<file path="config.mk">
export PLATFORM = sky130hd
export DESIGN_NAME = dns_over_udp_frame_filter
export DESIGN_NICKNAME = d
export VERILOG_FILES = /design/src/dnsuf_pkg.sv /design/src/dnsuf_parser.sv /design/src/dnsuf_queue.sv /design/src/dns_over_udp_frame_filter.sv
export SDC_FILE = /design/constraint.sdc
export NUM_CORES = 1
export LEC_CHECK = 0
export BUFFER_PORTS_ARGS = -buffer_cell sky130_fd_sc_hd__buf_2
export CORE_MARGIN = 3
export CORE_UTILIZATION = 51
export CTS_CLUSTER_DIAMETER = 30
export DETAILED_ROUTE_END_ITERATION = 7
export HOLD_SLACK_MARGIN = 0.12
export PLACE_DENSITY_LB_ADDON = 0.3
export SLEW_MARGIN = 20
export SYNTH_ARGS = -nofsm -noshare
export SYNTH_HDL_FRONTEND = slang
export SYNTH_SLANG_ARGS = --single-unit
</file>
<file path="constraint.sdc">
create_clock -name clk_i -period 6.85 [get_ports clk_i]
set_input_delay 0.3425 -clock clk_i [delete_from_list [all_inputs] [get_ports clk_i]]
set_output_delay 0.3425 -clock clk_i [all_outputs]
set_load 0.02 [all_outputs]
</file>
<file path="src/dnsuf_pkg.sv">
// Package for the DNS-over-UDP frame filter: constants, phase codes and beat types.
// Has no dependencies. The parser, queue, top level and checker all import it.
`timescale 1ns / 1ps

package dnsuf_pkg;

  localparam int PAYLOAD_MAX = 512;
  localparam int CNT_W       = $clog2(PAYLOAD_MAX + 1);
  localparam int LEN_W       = 10;
  localparam int OFF_W       = 7;
  localparam int MIN_KEPT    = 12;
  localparam int ETH_HDR_LEN = 14;
  localparam int UDP_HDR_LEN = 8;
  localparam int Q_DEPTH     = 4;
  localparam int Q_PTR_W     = $clog2(Q_DEPTH);
  localparam int Q_CNT_W     = $clog2(Q_DEPTH + 1);
  localparam int M_TDATA_W   = 56;

  localparam logic [7:0]  ETYPE_HI   = 8'h08;
  localparam logic [7:0]  ETYPE_LO   = 8'h00;
  localparam logic [7:0]  PROTO_UDP  = 8'd17;
  localparam logic [3:0]  IHL_MIN    = 4'd5;
  localparam logic [15:0] PORT_RESET = 16'd53;

  typedef enum logic [2:0] {
    PH_ETH     = 3'd0,
    PH_IP      = 3'd1,
    PH_UDP     = 3'd2,
    PH_PAYLOAD = 3'd3,
    PH_DROP    = 3'd4
  } phase_e;

  typedef enum logic [1:0] {
    KIND_PAYLOAD = 2'd0,
    KIND_COMMIT  = 2'd1,
    KIND_DISCARD = 2'd2
  } kind_e;

  typedef struct packed {
    kind_e             kind;
    logic [7:0]        payload_byte;
    logic [15:0]       source_port;
    logic [15:0]       dest_port;
    logic [LEN_W-1:0]  payload_length;
    logic              run_last;
  } res_t;

  typedef struct packed {
    logic [1:0] count;
    res_t       first;
    res_t       second;
  } push_t;

endpackage

</file>
<file path="src/dnsuf_parser.sv">
// Header parser: walks Ethernet, IPv4 and UDP headers and builds up to two result beats.
// Depends on dnsuf_pkg.
`timescale 1ns / 1ps

module dnsuf_parser import dnsuf_pkg::*; (
  input  logic        clk_i,
  input  logic        rst_ni,
  input  logic        accept_i,
  input  logic [7:0]  data_byte_i,
  input  logic        frame_end_i,
  input  logic [15:0] match_port_i,
  output push_t       push_o
);

  phase_e             phase_q, phase_d;
  logic [OFF_W-1:0]   off_q, off_d;
  logic [3:0]         words_q, words_d;
  logic [15:0]        sp_q, sp_d, dp_q, dp_d;
  logic [CNT_W-1:0]   kept_q, kept_d;

  logic [OFF_W-1:0]   off_inc;
  logic [3:0]         words_eff;
  logic [OFF_W-1:0]   ip_len;
  logic               pay_valid;
  res_t               pay_res, evt_res;

  always_comb begin
    phase_d   = phase_q;
    off_d     = off_q;
    words_d   = words_q;
    sp_d      = sp_q;
    dp_d      = dp_q;
    kept_d    = kept_q;
    pay_valid = 1'b0;
    off_inc   = off_q + OFF_W'(1);
    words_eff = (off_q == '0) ? data_byte_i[3:0] : words_q;
    ip_len    = OFF_W'({words_eff, 2'b00});

    unique case (phase_q)
      PH_ETH: begin
        if ((off_q == OFF_W'(12) && data_byte_i != ETYPE_HI) ||
            (off_q == OFF_W'(13) && data_byte_i != ETYPE_LO)) begin
          phase_d = PH_DROP;
        end else if (off_inc >= OFF_W'(ETH_HDR_LEN)) begin
          phase_d = PH_IP;
          off_d   = '0;
        end else begin
          off_d = off_inc;
        end
      end
      PH_IP: begin
        words_d = words_eff;
        if (off_q == '0 && words_eff < IHL_MIN) begin
          phase_d = PH_DROP;
        end else if (off_q == OFF_W'(9) && data_byte_i != PROTO_UDP) begin
          phase_d = PH_DROP;
        end else if (off_inc >= ip_len) begin
          phase_d = PH_UDP;
          off_d   = '0;
        end else begin
          off_d = off_inc;
        end
      end
      PH_UDP: begin
        case (off_q)
          OFF_W'(0): sp_d = {data_byte_i, 8'h00};
          OFF_W'(1): sp_d = {sp_q[15:8], data_byte_i};
          OFF_W'(2): dp_d = {data_byte_i, 8'h00};
          OFF_W'(3): dp_d = {dp_q[15:8], data_byte_i};
          default:   ;
        endcase
        if (off_inc >= OFF_W'(UDP_HDR_LEN)) begin
          off_d  = '0;
          kept_d = '0;
          if (sp_q == match_port_i || dp_q == match_port_i) begin
            phase_d = PH_PAYLOAD;
          end else begin
            phase_d = PH_DROP;
          end
        end else begin
          off_d = off_inc;
        end
      end
      PH_PAYLOAD: begin
        if (kept_q < CNT_W'(PAYLOAD_MAX)) begin
          pay_valid = 1'b1;
          kept_d    = kept_q + CNT_W'(1);
        end
      end
      default: ;
    endcase

    pay_res                = '0;
    pay_res.kind           = KIND_PAYLOAD;
    pay_res.payload_byte   = data_byte_i;
    pay_res.run_last       = !(frame_end_i && phase_d == PH_PAYLOAD);

    evt_res                = '0;
    evt_res.payload_length = LEN_W'(kept_d);
    evt_res.run_last       = 1'b1;
    if (kept_d < CNT_W'(MIN_KEPT)) begin
      evt_res.kind = KIND_DISCARD;
    end else begin
      evt_res.kind        = KIND_COMMIT;
      evt_res.source_port = sp_d;
      evt_res.dest_port   = dp_d;
    end

    push_o = '0;
    if (accept_i) begin
      if (pay_valid) begin
        push_o.first  = pay_res;
        push_o.second = evt_res;
        push_o.count  = (frame_end_i && phase_d == PH_PAYLOAD) ? 2'd2 : 2'd1;
      end else if (frame_end_i && phase_d == PH_PAYLOAD) begin
        push_o.first = evt_res;
        push_o.count = 2'd1;
      end
    end

    if (frame_end_i) begin
      phase_d = PH_ETH;
      off_d   = '0;
      words_d = '0;
      sp_d    = '0;
      dp_d    = '0;
      kept_d  = '0;
    end
  end

  always_ff @(posedge clk_i or negedge rst_ni) begin
    if (!rst_ni) begin
      phase_q <= PH_ETH;
      off_q   <= '0;
      words_q <= '0;
      sp_q    <= '0;
      dp_q    <= '0;
      kept_q  <= '0;
    end else if (accept_i) begin
      phase_q <= phase_d;
      off_q   <= off_d;
      words_q <= words_d;
      sp_q    <= sp_d;
      dp_q    <= dp_d;
      kept_q  <= kept_d;
    end
  end

endmodule

</file>
<file path="src/dnsuf_queue.sv">
// Result queue: takes up to two beats a cycle, hands out one beat a cycle while ready_i is high.
// Depends on dnsuf_pkg.
`timescale 1ns / 1ps

module dnsuf_queue import dnsuf_pkg::*; (
  input  logic  clk_i,
  input  logic  rst_ni,
  input  push_t push_i,
  output logic  room_o,
  output logic  valid_o,
  input  logic  ready_i,
  output res_t  head_o
);

  res_t               mem_q [Q_DEPTH];
  logic [Q_PTR_W-1:0] wr_q, wr_d, rd_q, rd_d;
  logic [Q_CNT_W-1:0] cnt_q, cnt_d;
  logic               pop;
  logic [Q_PTR_W-1:0] wr_next;

  assign valid_o = cnt_q != '0;
  assign head_o  = mem_q[rd_q];
  assign room_o  = cnt_q <= Q_CNT_W'(Q_DEPTH - 2);
  assign pop     = valid_o && ready_i;
  assign wr_next = wr_q + Q_PTR_W'(1);

  always_comb begin
    wr_d  = wr_q + Q_PTR_W'(push_i.count);
    rd_d  = pop ? rd_q + Q_PTR_W'(1) : rd_q;
    cnt_d = cnt_q + Q_CNT_W'(push_i.count) - Q_CNT_W'(pop);
  end

  always_ff @(posedge clk_i) begin
    if (push_i.count != 2'd0) begin
      mem_q[wr_q] <= push_i.first;
    end
    if (push_i.count == 2'd2) begin
      mem_q[wr_next] <= push_i.second;
    end
  end

  always_ff @(posedge clk_i or negedge rst_ni) begin
    if (!rst_ni) begin
      wr_q  <= '0;
      rd_q  <= '0;
      cnt_q <= '0;
    end else begin
      wr_q  <= wr_d;
      rd_q  <= rd_d;
      cnt_q <= cnt_d;
    end
  end

endmodule

</file>
<file path="src/dns_over_udp_frame_filter.sv">
// Top level of the DNS-over-UDP frame filter: port register, parser and result queue.
// Depends on dnsuf_pkg, dnsuf_parser and dnsuf_queue.
//
//   channel  | direction | tdata                                   | tuser | tlast
//   s_axis   | in        | data_byte                               | -     | frame_end
//   m_axis   | out       | payload_byte, source_port, dest_port,   | kind  | run_last
//            |           | payload_length                          |       |
//   cfg      | in        | match_port on cfg_we_i                  | -     | -
//
// One frame byte is taken per cycle while s_axis_tready is high; its results land in the queue on the same edge.
// A payload byte that also ends the frame gives two beats, drained one per cycle while m_axis_tready is high.
// s_axis_tready drops while the four-entry queue has fewer than two free slots.
// Reset returns the parser to the Ethernet header phase and sets match_port to 53.
`timescale 1ns / 1ps

module dns_over_udp_frame_filter import dnsuf_pkg::*; (
  input  logic                 clk_i,
  input  logic                 rst_ni,
  input  logic                 s_axis_tvalid,
  output logic                 s_axis_tready,
  input  logic [7:0]           s_axis_tdata,   // [7:0] data_byte
  input  logic                 s_axis_tlast,
  output logic                 m_axis_tvalid,
  input  logic                 m_axis_tready,
  output logic [M_TDATA_W-1:0] m_axis_tdata,   // [7:0] payload_byte, [23:8] source_port,
                                               // [39:24] dest_port, [49:40] payload_length
  output logic [1:0]           m_axis_tuser,   // [1:0] kind
  output logic                 m_axis_tlast,
  input  logic                 cfg_we_i,
  input  logic [15:0]          cfg_wdata_i
);

  logic [15:0] match_port_q;
  logic        accept;
  push_t       push;
  res_t        head;

  always_ff @(posedge clk_i or negedge rst_ni) begin
    if (!rst_ni) begin
      match_port_q <= PORT_RESET;
    end else if (cfg_we_i) begin
      match_port_q <= cfg_wdata_i;
    end
  end

  assign accept = s_axis_tvalid && s_axis_tready;

  dnsuf_parser u_parser (
    .clk_i        (clk_i),
    .rst_ni       (rst_ni),
    .accept_i     (accept),
    .data_byte_i  (s_axis_tdata),
    .frame_end_i  (s_axis_tlast),
    .match_port_i (match_port_q),
    .push_o       (push)
  );

  dnsuf_queue u_queue (
    .clk_i   (clk_i),
    .rst_ni  (rst_ni),
    .push_i  (push),
    .room_o  (s_axis_tready),
    .valid_o (m_axis_tvalid),
    .ready_i (m_axis_tready),
    .head_o  (head)
  );

  assign m_axis_tdata = M_TDATA_W'({head.payload_length, head.dest_port,
                                    head.source_port, head.payload_byte});
  assign m_axis_tuser = head.kind;
  assign m_axis_tlast = head.run_last;

endmodule

</file>
==> results of run 1 <==
-- cell usage in the layout (no fill, tap or decap), drive strengths merged, types with 5 or more instances in the layout --
cell type    count
a211oi          88
a21oi           95
a22o            67
a22oi           35
a31oi            7
and2             7
and3             5
buf            102
bufinv          11
clkbuf          73
clkinv          23
conb             6
dfrtp           75
dfxtp           32
dlygate4sd3     17
edfxtp         180
ha              14
inv             24
mux2            19
mux2i            6
mux4            53
nand2           92
nand2b           9
nand3           12
nand4           15
nor2            32
nor2b            7
nor3             7
o211ai           5
o21ai           92
o41ai            7
xnor2           38
-- critical path, cell delays in order, from the launching register on --
cell       delay (ns)
dfrtp_1          0.44
nor3_1           0.40
nand3_1          0.39
mux2_2           0.40
ha_1             0.28
and4b_1          0.20
o311ai_0         0.38
nand4_1          0.21
nor3_1           0.52
o2bb2ai_1        0.35
o21ai_1          0.25
inv_1            0.11
ha_1             0.20
nor2_1           0.06
nor2_1           0.20
nand2_1          0.23
nor2_1           0.23
o211ai_4         0.33
buf_12           0.33
a211oi_1         0.33
-- metrics by stage --
step | setup slack (ns) | util | cell area [sq um] | std cells
2_1_floorplan | 1.52 | - | 14800 | 1199
3_3_place_gp | 1.10 | 0.546 | 15300 | 1562
3_5_place_dp | 0.959 | 0.546 | 15300 | 1562
4_1_cts | 0.947 | 0.630 | 17700 | 1693
5_1_grt | 0.348 | 0.630 | 17700 | 1693
6_report | 0.787 | 0.630 | 17700 | 1693
-- power groups by stage --
stage	Combinational, mW	Clock (mW)	Sequential (mW)
6_report	1.73	3.06	2.21
5_1_grt	1.87	3.19	2.24
4_1_cts	1.72	3.09	2.21
3_5_place_dp	1.69	0	2.24
3_3_place_gp	1.67	0	2.23
2_1_floorplan	1.29	0	2.13
-- worst max path at each step --
| stage | start | slack, ns | endpoint | cells after the start |
|---|---|---|---|---|
| after floorplan | u_parser.off_q[4] | 1.52 | u_queue.mem_q[1][0] | 19 |
| after global placement | u_parser.off_q[5] | 1.10 | u_queue.mem_q[1][0] | 18 |
| after global routing | u_parser.off_q[5] | 0.35 | u_queue.mem_q[1][11] | 19 |
| after detailed placement | u_parser.off_q[5] | 0.96 | u_queue.mem_q[1][0] | 18 |
| final | u_parser.off_q[5] | 0.79 | u_queue.mem_q[1][41] | 19 |
| after CTS | u_parser.off_q[5] | 0.95 | u_queue.mem_q[1][41] | 19 |
-- state kept, by name, indices dropped and copies added, names as in the netlist --
name	flops
u_parser.kept_q	10
u_parser.sp_q	16
u_parser.phase_q	3
u_queue.wr_q	2
u_parser.off_q	7
u_queue.mem_q	212
u_queue.rd_q	2
u_parser.dp_q	16
u_queue.cnt_q	3
u_parser.words_q	4
match_port_q	16
-- logic make-up (layout without fill, tap and decap cells) --
group / count (synthesis) / after routing
muxes: 78 / 78
other: 1 / 6
and+or+nand+nor: 208 / 208
DFF: 291 / 291
xor gates and xnor gates: 41 / 41
buffers and inverters: 136 / 252
adders and majority gates: 15 / 15
AOI/OAI and AO/OA: 424 / 424
-- area by class of cell --
cell class | instances | area, sq um
clock buffers | 73 | 1630
clock inverters | 41 | 561
fillers | 2144 | 10400
inverters | 19 | 71.3
multi-input cells | 772 | 6160
flip-flops and latches | 291 | 8030
well taps | 378 | 473
repair buffers | 119 | 773
-- routing by layer --
metal | routed length (um) | part of all wire | up-vias | track usage
met1 | 16100 | 0.41 | 5376 | 0.355
met3 | 3340 | 0.085 | 60 | 0.0540
met5 | 0 | 0 | - | 0
met4 | 732 | 0.019 | 0 | 0.0666
li1 | - | - | 4832 | -
met2 | 19000 | 0.49 | 558 | 0.412
==> impl_metrics.py, run 1 <==
metrics = {
    "synthesis": {
        "yosysMostFrequentCell": "edfxtp_1",
        "synth-main-ff-cell": "edfxtp_1",
        "yosys-top-cells-count": "edfxtp_1 (180), a21oi_1 (95), nand2_1 (92), clkbuf_1 (84), dfrtp_1 (75)",
        "synth-adder-area-share": 0.0132,
        "post_synth_num_cell_types": 75,
        "synthTopCellsByArea": "edfxtp_1 (37%), dfrtp_1 (13%), mux4_2 (8.1%), dfxtp_1 (4.3%), a22o_1 (4.0%)",
        "synth_compound_area_frac": 0.209,
        "synth-simple-area-share": 0.0695,
        "yosys_warnings": 0,
        "synth-edff-count": 180,
        "synth.area.mux_share": 0.0996,
        "ys_ff_latch": 291,
        "async_flop_share": 0.271,
        "synth_top_family_by_area": "compound AO/OA/AOI/OAI gates",
        "synth_xor_area_frac": 0.0244,
        "syn_inst": 1194,
        "postSynthAreaPerCell_sq_um": 12.3,
        "yosysSeqAreaShare": 0.545,
        "synth_top_area_frac": 0.367,
        "syn_area_sq_mm": 0.0147,
        "yosysTopAreaCell": "edfxtp_1",
    },
    "clock_tree": {
        "ctsResizeCount": 0,
        "clkLatencyLatePin_ns": 0.57,
        "cts_made_buffers": 60,
        "cts_setup_buffers": 0,
        "cts_tree": "yes",
        "htree_levels": 2,
        "ctsLongestPathBuffers": 3,
        "hold_buffers": 17,
        "cts_sinks": 291,
        "cts.reportedPaths.clkPinSlew_ns": 0.05,
        "clockRootBuffer": "clkbuf_16",
    },
    "power": {
        "p_per_area_mw_per_mm2": 396,
        "clkPwrFrac": 0.437,
        "finalPower_mw": 7.01,
        "p_int_mw": 4.79,
        "switching_share": 0.316,
        "ir_drop_mv": 0.272,
        "power_switching_mw": 2.22,
        "leakage_nw": 5.82,
        "pwr-share-comb": 0.247,
        "pwr-share-seq": 0.316,
    },
    "final_layout": {
        "num_antenna_cells": 0,
        "area_growth_pct": 20.2,
        "final_net_count": 1308,
        "drive_gt1_frac": 0.269,
    },
    "routing": {
        "routed_wl_um": 39200,
        "ant_nets": 0,
        "viasPerCell": 6.39,
        "wire_per_inst_um": 23.2,
        "drc": 0,
        "num_vias": 10800,
        "drtPass1Iterations": 6,
        "drtIter0Drc": 1268,
    },
    "sta": {
        "fin_crit_sh": 0.885,
        "finalMaxSlewViolations": 0,
        "rsz0062_at_grt": "no",
        "fmax_mhz": 165,
        "skew_ns": 0.0257,
        "period_minus_slack_ns": 6.06,
        "setup_viol": 0,
        "slew_headroom": 0.252,
        "tightest_slew_ns": 1.11,
        "whs_ns": 0.180,
        "hold_viol": 0,
        "tns_ns": 0,
    },
    "worst_setup_path": {
        "rr_worst_depth": 19,
        "endpoint_kind": "register",
        "r2r_slack_ns": 0.79,
        "path_max_fanout": 62,
        "crit_arrival_ns": 6.45,
        "reg2reg_from": "u_parser.off_q[5]",
        "crit_required_ns": 7.23,
        "cp-start-kind": "register",
        "r2r-end": "u_queue.mem_q[1][41]",
        "path_class": "register to register",
    },
    "hold_path": {
        "min_from": "m_axis_tready",
        "hold_path_end": "u_queue.rd_q[0]",
        "hp-class": "primary input to register",
        "hold_depth": 3,
    },
    "floorplan": {
        "dieWidth_um": 176,
        "boundaryPins": 91,
        "die_area_sq_mm": 0.0310,
        "start_util": 0.525,
        "die_h_um": 176,
        "fp-row-count": 61,
        "core_area_sq_mm": 0.0281,
    },
    "grt": {
        "first_global_vias": 11000,
        "grt.total_usage": 0.255,
        "antenna_found_initial": 0,
        "grt_pass1_wl_um": 62300,
        "grt_max_degree": 88,
        "overflow": 0,
    },
    "outcome": {
        "status": "finished, final reports clean",
    },
    "placement": {
        "gp_congestion": 0.899,
        "port_buffers": 84,
        "dp.final_hpwl_um": 23400,
    },
    "flow_run": {
        "cap_viol_max_count": 0,
    },
}
Note: power is estimated with default switching activity, not from simulation.
==> inputs of run 2 (changes only) <==
--- a/config.mk
+++ b/config.mk
@@ -5,11 +5,13 @@
 export SDC_FILE = /design/constraint.sdc
 export NUM_CORES = 1
 export LEC_CHECK = 0
+export ABC_AREA = 1
 export BUFFER_PORTS_ARGS = -buffer_cell sky130_fd_sc_hd__buf_2
 export CORE_MARGIN = 3
 export CORE_UTILIZATION = 51
 export CTS_CLUSTER_DIAMETER = 30
 export DETAILED_ROUTE_END_ITERATION = 7
+export GPL_TIMING_DRIVEN = 0
 export HOLD_SLACK_MARGIN = 0.12
 export PLACE_DENSITY_LB_ADDON = 0.3
 export SLEW_MARGIN = 20
==> run 2 against run 1 <==
Net effect: cell count is 59% higher; hold slack worse by 0.040 ns; register-to-register slack better by 0.19 ns; utilization is 0.26 points higher; critical endpoint is now u_queue.mem_q[3][34]; clock skew is 0.0077 ns lower; area after synthesis is 11% higher; first-iteration DRC count is 62% higher; global-route usage is 5.5 points higher; combinational power is 120% higher; critical path depth is 14 higher; critical path type unchanged; design area is 11% higher.
==> impl_metrics.py, run 2 <==
metrics = {
    "clock_tree": {
        "htree_levels": 2,
        "clockRootBuffer": "clkbuf_16",
        "cts.reportedPaths.clkPinSlew_ns": 0.05,
        "cts_sinks": 291,
        "ctsLongestPathBuffers": 3,
        "cts_tree": "yes",
        "cts_setup_buffers": 0,
        "cts_made_buffers": 60,
        "clkLatencyLatePin_ns": 0.58,
    },
    "power": {
        "leakage_nw": 8.55,
        "ir_drop_mv": 0.270,
        "p_per_area_mw_per_mm2": 454,
        "finalPower_mw": 8.93,
    },
    "synthesis": {
        "yosysTopAreaCell": "edfxtp_1",
        "ys_ff_latch": 291,
        "syn_inst": 2075,
        "yosysMostFrequentCell": "nand2_1",
        "yosys-top-cells-count": "nand2_1 (601), nand3_1 (267), o21ai_0 (203), nor2_1 (192), edfxtp_1 (180)",
        "async_flop_share": 0.271,
        "yosys_warnings": 0,
        "synth_top_area_frac": 0.331,
        "syn_area_sq_mm": 0.0163,
        "postSynthAreaPerCell_sq_um": 7.87,
        "synth-main-ff-cell": "edfxtp_1",
        "yosysSeqAreaShare": 0.491,
        "synth-edff-count": 180,
        "synthTopCellsByArea": "edfxtp_1 (33%), nand2_1 (14%), dfrtp_1 (11%), nand3_1 (8.2%), o21ai_0 (6.2%)",
        "post_synth_num_cell_types": 46,
    },
    "final_layout": {
        "largest_reg_flops": 212,
        "fin_area_sq_mm": 0.0197,
        "top_register": "u_queue.mem_q",
        "regArea_sq_mm": 0.00803,
        "multi_input_area_sq_mm": 0.00701,
        "final_net_count": 2292,
        "final_cell_mix": "nand2_1 (597), nand3_1 (267), o21ai_0 (203)",
        "drive_gt1_frac": 0.124,
        "final_common_cell": "nand2_1",
        "stdcell_count": 2695,
        "area_growth_pct": 20.4,
        "num_antenna_cells": 0,
        "fillers": 2632,
    },
    "worst_setup_path": {
        "cpPeakStageDelay_ns": 0.71,
        "crit_required_ns": 7.09,
        "path_class": "register to register",
        "crit_arrival_ns": 6.11,
        "endpoint_kind": "register",
        "worst_path_max_delay_cell": "nor2_1",
        "cp-start-kind": "register",
        "critPathMostFrequentCell": "nand2_1",
        "path_max_fanout": 43,
    },
    "sta": {
        "fin_crit_sh": 0.857,
        "setup_viol": 0,
        "rsz0062_at_grt": "no",
        "skew_ns": 0.0180,
        "finalMaxSlewViolations": 0,
        "tns_ns": 0,
        "fmax_mhz": 170,
        "hold_viol": 0,
        "setup_ws_ns": 0.979,
        "tightest_slew_ns": 1.08,
        "slew_headroom": 0.279,
        "period_minus_slack_ns": 5.87,
    },
    "outcome": {
        "status": "finished, final reports clean",
    },
    "floorplan": {
        "fp-row-count": 64,
        "start_util": 0.526,
        "die_h_um": 185,
        "core_area_sq_mm": 0.0311,
        "dieWidth_um": 185,
        "boundaryPins": 91,
        "die_area_sq_mm": 0.0342,
    },
    "placement": {
        "dp.final_hpwl_um": 35800,
        "pre_cts_slack_ns": 1.13,
        "port_buffers": 84,
        "placed_cell_area_sq_mm": 0.0174,
        "gp_congestion": 0.951,
        "dp.cells": 2562,
    },
    "grt": {
        "grt.total_usage": 0.310,
        "grt_max_degree": 47,
        "antenna_found_initial": 0,
        "overflow": 0,
        "first_global_vias": 15400,
        "grt_pass1_wl_um": 82900,
    },
    "routing": {
        "drtIter0Drc": 2055,
        "drtPass1Iterations": 8,
        "ant_nets": 0,
        "routed_wl_um": 53500,
        "num_vias": 16000,
        "wire_per_inst_um": 19.9,
        "drc": 0,
        "viasPerCell": 5.93,
    },
    "hold_path": {
        "hp-class": "primary input to register",
    },
    "flow_run": {
        "cap_viol_max_count": 0,
    },
}
==> run 2: repair_timing <==
| item | 4_1_cts | 5_1_grt |
|---|---|---|
| endpoints found under the hold margin | 57 | 0 |
| endpoints found under the setup margin | 0 | 0 |
| hold buffers | 19 | 0 |
| resized for setup | 0 | 0 |
==> run 2: cell families (layout without fill, tap and decap cells) <==
| family | count (synthesis) | count (layout) | share of synthesized area |
|---|---|---|---|
| adders and majority gates | 15 | 15 | 0.0119 |
| buffers and inverters | 286 | 505 | 0.0826 |
| other | 1 | 6 | 0.000230 |
| and+or+nand+nor | 1110 | 1110 | 0.287 |
| DFF | 291 | 291 | 0.491 |
| AOI/OAI and AO/OA | 359 | 359 | 0.120 |
| xor gates and xnor gates | 13 | 13 | 0.00697 |
==> run 2: stage by stage <==
step | hold slack (ns) | utilization
2_1_floorplan | 0.0469 | -
3_3_place_gp | 0.458 | 0.556
3_5_place_dp | 0.405 | 0.559
4_1_cts | 0.124 | 0.633
5_1_grt | 0.161 | 0.633
6_report | 0.139 | 0.633
==> run 2: where the power goes <==
group	internal, mW	total (mW)	switching (mW)
Sequential	2.03	2.16	0.122
Clock	1.97	2.98	1.01
Combinational	0.996	3.80	2.80
Total	5.00	8.93	3.93
==> run 2: cell type report <==
cell class	instances	area share
flip-flops and latches	291	0.408
plain buffers	133	0.0393
repair buffers	105	0.0336
inverters	153	0.0293
clock buffers	72	0.0844
clock inverters	42	0.0235
well taps	396	0.0252
multi-input cells	1503	0.356
==> run 2: worst max-delay path: cells and delay by family, from the launching register on <==
family                   cells  cell delay (ns)
adder cells (fa/ha/maj)      3             0.65
buffers and inverters        9             1.72
flip-flops                   1             0.47
AND/OR/NAND/NOR             21             2.65
==> run 2: metal layers <==
metal	up-vias	routed length [um]	track usage
li1	7359	-	-
met1	7357	20300	0.400
met2	1057	24500	0.497
met3	210	6400	0.0772
met4	0	2340	0.134
met5	-	0	0
==> run 2: final timing paths <==
path,startpoint,end,slack (ns),cells past startpoint
max in group asynchronous,rst_ni,u_parser.kept_q[4],5.88,3
setup / recovery,u_parser.off_q[0],u_queue.mem_q[3][34],0.98,33
setup reg to reg,u_parser.off_q[0],u_queue.mem_q[3][34],0.98,33
hold reg to reg,u_queue.mem_q[1][43],u_queue.mem_q[1][43],0.48,2
hold / removal,s_axis_tdata[2],u_queue.mem_q[1][45],0.14,3
min in group asynchronous,rst_ni,u_parser.sp_q[3],0.35,2
